### src/affine_voxel_source_address_defines.svh
// Assertion helpers for the asserting module.
// Both expect signals named clock and reset in scope.
`ifndef AFFINE_VOXEL_SOURCE_ADDRESS_DEFINES_SVH
`define AFFINE_VOXEL_SOURCE_ADDRESS_DEFINES_SVH

// Antecedent and consequent in the same cycle.
`define AVSA_ASSERT_NOW(name, ante, cons, msg) \
   name: assert property (@(posedge clock) disable iff (reset) (ante) |-> (cons)) \
      else $error(msg);

// Consequent in the cycle after the antecedent.
`define AVSA_ASSERT_NEXT(name, ante, cons, msg) \
   name: assert property (@(posedge clock) disable iff (reset) (ante) |=> (cons)) \
      else $error(msg);

`endif

### src/avsa_pkg.sv
package avsa_pkg;

   localparam int COORD_BITS = 16;
   localparam int FRAC_BITS  = 16;

   localparam int FIELD_BITS    = 16;
   localparam int COEF_BITS     = 32;
   localparam int CSR_DATA_BITS = 64;
   localparam int CSR_INDEX_BITS = 3;
   localparam int DIMS_BITS     = 48;

   // signed coef times zero-extended coordinate, then three products plus offset
   localparam int PROD_BITS = COEF_BITS + COORD_BITS + 1;
   localparam int ACC_BITS  = PROD_BITS + 2;
   localparam int QUOT_BITS = ACC_BITS - FRAC_BITS;

   localparam logic [CSR_DATA_BITS-1:0] COEF_X_IJ_RESET = 64'h0000_0000_0001_0000;
   localparam logic [CSR_DATA_BITS-1:0] COEF_X_KT_RESET = 64'h0000_0000_0000_0000;
   localparam logic [CSR_DATA_BITS-1:0] COEF_Y_IJ_RESET = 64'h0001_0000_0000_0000;
   localparam logic [CSR_DATA_BITS-1:0] COEF_Y_KT_RESET = 64'h0000_0000_0000_0000;
   localparam logic [CSR_DATA_BITS-1:0] COEF_Z_IJ_RESET = 64'h0000_0000_0000_0000;
   localparam logic [CSR_DATA_BITS-1:0] COEF_Z_KT_RESET = 64'h0000_0000_0001_0000;
   localparam logic [DIMS_BITS-1:0]     VOLUME_DIMS_RESET = 48'h0100_0100_0100;

   typedef enum logic [CSR_INDEX_BITS-1:0] {
      CSR_COEF_X_IJ   = 3'd0,
      CSR_COEF_X_KT   = 3'd1,
      CSR_COEF_Y_IJ   = 3'd2,
      CSR_COEF_Y_KT   = 3'd3,
      CSR_COEF_Z_IJ   = 3'd4,
      CSR_COEF_Z_KT   = 3'd5,
      CSR_VOLUME_DIMS = 3'd6
   } csr_index_type;

   typedef struct packed {
      logic [FIELD_BITS-1:0] dest_x;
      logic [FIELD_BITS-1:0] dest_y;
      logic [FIELD_BITS-1:0] dest_z;
   } dest_type;

   typedef struct packed {
      logic [FIELD_BITS-1:0] source_x;
      logic [FIELD_BITS-1:0] source_y;
      logic [FIELD_BITS-1:0] source_z;
      logic                  in_range;
   } source_type;

   // one row of the transform: ij = {coef y, coef x}, kt = {offset, coef z}
   typedef struct packed {
      logic [CSR_DATA_BITS-1:0] ij;
      logic [CSR_DATA_BITS-1:0] kt;
   } coef_row_type;

   typedef struct packed {
      coef_row_type         row_x;
      coef_row_type         row_y;
      coef_row_type         row_z;
      logic [DIMS_BITS-1:0] volume_dims;
   } coef_set_type;

endpackage

### src/avsa_csr.sv
module avsa_csr
   import avsa_pkg::*;
(
   input  logic                      clock,
   input  logic                      reset,
   input  logic                      csr_write,
   input  logic [CSR_INDEX_BITS-1:0] csr_index,
   input  logic [CSR_DATA_BITS-1:0]  csr_wdata,
   output coef_set_type              coef
);

   logic [CSR_DATA_BITS-1:0] x_ij_ff, x_kt_ff, y_ij_ff, y_kt_ff, z_ij_ff, z_kt_ff;
   logic [CSR_DATA_BITS-1:0] x_ij_in, x_kt_in, y_ij_in, y_kt_in, z_ij_in, z_kt_in;
   logic [DIMS_BITS-1:0]     dims_ff, dims_in;

   always_comb begin
      x_ij_in = x_ij_ff;
      x_kt_in = x_kt_ff;
      y_ij_in = y_ij_ff;
      y_kt_in = y_kt_ff;
      z_ij_in = z_ij_ff;
      z_kt_in = z_kt_ff;
      dims_in = dims_ff;
      if (csr_write) begin
         unique case (csr_index_type'(csr_index))
            CSR_COEF_X_IJ:   x_ij_in = csr_wdata;
            CSR_COEF_X_KT:   x_kt_in = csr_wdata;
            CSR_COEF_Y_IJ:   y_ij_in = csr_wdata;
            CSR_COEF_Y_KT:   y_kt_in = csr_wdata;
            CSR_COEF_Z_IJ:   z_ij_in = csr_wdata;
            CSR_COEF_Z_KT:   z_kt_in = csr_wdata;
            CSR_VOLUME_DIMS: dims_in = csr_wdata[DIMS_BITS-1:0];
            default:         ; // unmapped index: dropped
         endcase
      end
   end

   always_ff @(posedge clock) begin
      if (reset) begin
         x_ij_ff <= COEF_X_IJ_RESET;
         x_kt_ff <= COEF_X_KT_RESET;
         y_ij_ff <= COEF_Y_IJ_RESET;
         y_kt_ff <= COEF_Y_KT_RESET;
         z_ij_ff <= COEF_Z_IJ_RESET;
         z_kt_ff <= COEF_Z_KT_RESET;
         dims_ff <= VOLUME_DIMS_RESET;
      end else begin
         x_ij_ff <= x_ij_in;
         x_kt_ff <= x_kt_in;
         y_ij_ff <= y_ij_in;
         y_kt_ff <= y_kt_in;
         z_ij_ff <= z_ij_in;
         z_kt_ff <= z_kt_in;
         dims_ff <= dims_in;
      end
   end

   assign coef.row_x       = '{ij: x_ij_ff, kt: x_kt_ff};
   assign coef.row_y       = '{ij: y_ij_ff, kt: y_kt_ff};
   assign coef.row_z       = '{ij: z_ij_ff, kt: z_kt_ff};
   assign coef.volume_dims = dims_ff;

endmodule

### config.mk
export PLATFORM = sky130hd
export DESIGN_NAME = avsa_csr
export DESIGN_NICKNAME = d
export VERILOG_FILES = /design/src/affine_voxel_source_address_defines.svh /design/src/avsa_pkg.sv /design/src/avsa_csr.sv
export SDC_FILE = /design/constraint.sdc
export NUM_CORES = 1
export LEC_CHECK = 0
export BUFFER_PORTS_ARGS = -buffer_cell sky130_fd_sc_hd__buf_2
export CORE_MARGIN = 3
export CORE_UTILIZATION = 30
export DETAILED_ROUTE_END_ITERATION = 8
export GPL_TIMING_DRIVEN = 0
export SYNTH_ARGS = -nofsm -noshare
export SYNTH_HDL_FRONTEND = slang
export SYNTH_SLANG_ARGS = --single-unit
### constraint.sdc
create_clock -name clock -period 1.7 [get_ports clock]
set_clock_uncertainty 0.15 [all_clocks]
set_input_delay 0.17 -clock clock [delete_from_list [all_inputs] [get_ports clock]]
set_output_delay 0.17 -clock clock [all_outputs]
set_load 0.02 [all_outputs]
Yosys cells after proc, flatten, opt, wreduce, memory -nomap -nowiden:

Cells that the tools add are included.

* input bits: 70
* word-level logic and storage cells: 21
* output and inout bits: 432
* register bits: 432

* reductions and logical operators: 8
* eq/ne operators: 6

Operator list (count)
* $reduce_and 2->1: 7
* $eq 3x3->1 const B: 3
* $eq 3x2->1 const B: 2
* $eq 3x1->1 const B: 1
* $logic_not 3->1: 1

Logic depth before layout (Yosys ltp):

* depth in word-level cells: 2
* gate-level depth with buffers: 6
* mapped depth without buffers: 2

Worst setup path before layout:

Ideal clock, no wire load.

* path kind: in2reg
* from: input port csr_index[2]
* to: register x_ij_ff[53]
* arrival time: 1.167 ns
* setup time: 0.124 ns
* path buffers: 3
* stages on the path: 5
* slack: 0.259 ns
* required time: 1.426 ns
* cell sequence: clkbuf_2 or4b_4 buf_6 buf_12 mux2i_1

* cells in the longest elaborated chain, start to end: 2

Ends and longest elaborated chain
* from (decl): RTL line avsa_csr.sv:7 `input logic [CSR_INDEX_BITS-1:0] csr_index,`
* $logic_not 3->1: RTL line avsa_csr.sv:25 `unique case (csr_index_type'(csr_index))`
* $reduce_and 2->1 (no source line)
* to (signal assigned): RTL line avsa_csr.sv:48 `x_ij_ff <= x_ij_in;`
* to (decl): RTL line avsa_csr.sv:12 `logic [CSR_DATA_BITS-1:0] x_ij_ff, x_kt_ff, y_ij_ff, y_kt_ff, z_ij_ff, z_kt_ff;`

Every way passes these cells.
A chain may end at the register's enable or synchronous reset.

Worst setup path after layout:

* from: input port csr_index[1]
* to: register x_ij_ff[62]

The elaborated chain is that of the path after synthesis.

==> results.json <==
{
  "switching_power_mw": 5.42,
  "drv_cap": 0,
  "start_util_pct": 30.6,
  "hold_slack_ps": 8.07,
  "rr_startpoint": "x_ij_ff[48]$_SDFFE_PP0P_",
  "cts.clk_slew.worst_paths_ps": 60,
  "timing.fmax_mhz": 634,
  "min_to": "y_ij_ff[15]$_SDFFE_PP0P_",
  "ctsLongestPathBuffers": 3,
  "synthCells": 1482,
  "finalInstanceArea_um2": 22400,
  "gp_congestion": 0.773,
  "cts_tree": "done",
  "ir_drop_v": 0.000536,
  "drtAntennaViolNets": 0,
  "finalWirelength_um": 58800,
  "synthXorXnorAreaFrac_pct": 0,
  "path_class": "input port to flop",
  "drv_slew": 0,
  "synth_seq_cells": 432,
  "internal-power_mw": 18.0,
  "reg2regPathDepth": 2,
  "io_pins": 502,
  "cp_common_cell": "buf_6",
  "pwr-share-seq_pct": 44.7,
  "syn_area_per_cell_um2": 11.3,
  "grt-ovfl-total": 0,
  "crit_buf_inv": 4,
  "drt_iter0_markers": 407,
  "grt_pass1_vias": 13469,
  "pwr-share-clk_pct": 47.2,
  "ys.flop_type": "dfxtp_1",
  "swShare_pct": 23.1,
  "first_pass_iters": 4,
  "wire_per_inst_um": 20.5,
  "grt_max_degree": 20,
  "end_kind": "flop",
  "worst_pin_slew_ps": 771,
  "setup_ws_ps": 123,
  "min_period_ps": 1580,
  "synth_cell_types": 15,
  "hold_viol": 0,
  "synth_compound_area_share_pct": 0,
  "min_from": "csr_wdata[15]",
  "r2r-end": "x_ij_ff[48]$_SDFFE_PP0P_",
  "grt_setup_unrepaired": "false",
  "synth_fa_ha_area_share_pct": 0,
  "drc": 0,
  "synthSimpleGateAreaFrac_pct": 19.2,
  "hold_depth": 3,
  "dpl.hpwl_um": 43400,
  "crit_chain": "buf_6 > dlygate4sd3_1 > or4b_4 > buf_6 > buf_12 > mux2i_1",
  "vias": 12913,
  "synth_area_leader_cell": "dfxtp_1",
  "hp-class": "input port to flop",
  "root_buffer": "clkbuf_16",
  "combPwrFrac_pct": 8.1,
  "place_area_um2": 20100,
  "post_cts_buffers": 0,
  "dieWidth_um": 242,
  "cp_slowest_cell": "dlygate4sd3_1",
  "fp-row-count": 85,
  "synth_nets": 1552,
  "status": "completed",
  "crit_family": "buffers and inverters",
  "synth_warnings": 0,
  "syn-cell-area_um2": 16700,
  "synthTopCellsByArea": "dfxtp_1, mux2i_1, nand2b_1",
  "grtUsageTotal_pct": 19.3,
  "design.die.area_um2": 58500,
  "drive_gt1_share_pct": 29.8,
  "fin_crit_sh_pct": 92.8,
  "cpPeakStageDelay_ps": 590,
  "portBuffers": 497,
  "powerDensity_nw_per_um2": 1040,
  "cts_sinks": 432,
  "synth_edf_count": 0,
  "synthMuxAreaShare_pct": 25.9,
  "synth_top_cells_by_count": "nand2b_1, dfxtp_1, mux2i_1",
  "finalSetupViolCount": 0,
  "clock_latency_ps": 560,
  "die_y_um": 242,
  "startpoint_type": "input port",
  "power_leakage_nw": 11.8,
  "r2r_setup_slack_ps": 880,
  "required_ps": 1980,
  "grt_antenna_before_repair": 2,
  "dp_slack_ps": -1240,
  "slew_headroom_pct": 48.6,
  "async_reset_ff_share_pct": 0,
  "core_um2": 54500,
  "syn2layout_area_growth_pct": 34.4,
  "synth_top_area_share_pct": 51.8,
  "cp_max_fo": 10,
  "ys_seq_area_share_pct": 51.8,
  "numCtsBuffers": 46,
  "vias_per_cell": 4.51,
  "htreeDepth": 2,
  "crit_arrival_ps": 1860,
  "yosysMostFrequentCell": "nand2b_1",
  "finalNetCount": 2157,
  "synth_top_family_by_area": "multiplexers",
  "grt_pass1_wl_um": 86800,
  "startpoint": "csr_index[1]"
}
power groups by stage:
stage                     clock network [mW]  logic, mW  registers (mW)
after detailed placement                   0       1.82            10.7
after floorplan                            0      0.791            11.0
after global routing                    11.7       2.02            10.5
final                                   11.1       1.90            10.5
after global placement                     0       1.79            10.7
after CTS                               11.3       1.93            10.5
worst max-delay path by stage:
stage                                     endpoint  cells past startpoint  slack (ps)
after floorplan           x_ij_ff[53]$_SDFFE_PP0P_                      5         260
after global placement    z_kt_ff[40]$_SDFFE_PP0P_                      5       -1130
after detailed placement  x_ij_ff[40]$_SDFFE_PP0P_                      5       -1240
after CTS                 z_kt_ff[46]$_SDFFE_PP0P_                      5          20
after global routing      x_kt_ff[54]$_SDFFE_PP0P_                      6          10
final                     x_ij_ff[62]$_SDFFE_PP0P_                      6         120
what timing repair did:
action,4_1_cts,5_1_grt
hold buffers,61,0
endpoints found under the setup margin,137,38
endpoints found under the hold margin,364,0
gates resized for setup,5,2
pin swaps,0,0
logic make-up (layout without fill, tap and decap cells):
group | Yosys count | in the layout
and+or+nand+nor | 510 | 510
muxes | 432 | 432
DFF | 432 | 432
buffers and inverters | 108 | 748
other | 0 | 3
through the flow:
step	TNS [ps]	std cells	total power [mW]	util (%)
2_1_floorplan	0	1482	11.7	-
3_3_place_gp	-228440	2718	12.5	36.9
3_5_place_dp	-253220	2718	12.5	36.9
4_1_cts	0	2861	23.7	41.1
5_1_grt	0	2861	24.2	41.1
6_report	0	2864	23.4	41.2
worst min-delay path: stages:
cell and delay, ps:
buf_2 80, nand2b_1 220, mux2i_1 200
placed cells by master (no fill, tap or decap):
cell           instances
diode_2                3
nor4bb_1               1
clkinv_4               1
mux2i_1              432
or4b_4                 1
bufinv_16              7
clkbuf_4               2
nand2b_2               1
dlygate4sd3_1         61
buf_6                  2
clkbuf_16             49
clkbuf_2               5
buf_2                539
nand2b_1             489
clkinv_2               4
nand4b_1               3
buf_4                  4
nor2_1                11
clkbuf_1              57
clkinvlp_4             2
clkbuf_8              14
nor4b_1                1
dfxtp_1              432
buf_12                 1
nand4bb_1              3
state kept, by name, summed over array words and instances (netlist names):
name,count
y_ij_ff,64
z_kt_ff,64
z_ij_ff,64
x_ij_ff,64
y_kt_ff,64
dims_ff,48
x_kt_ff,64
cell type report:
type,count,area (um2)
antenna,3,7.51
buffer,107,514
clock buffer,69,1440
clock inverter,14,254
fill,5344,32000
multi-input combinational,942,7530
sequential,432,8650
tap,739,925
timing repair buffer,558,3100
per-layer routing:
metal  part of all wire, %  up-vias  track usage, %
met5                     0        -               0
met2                    47      412            32.7
met3                   6.4       92            5.27
li1                      -     6123               -
met1                    44     6286            24.0
met4                   2.8        0            5.62
No activity file was read; power rests on OpenSTA's default activity.
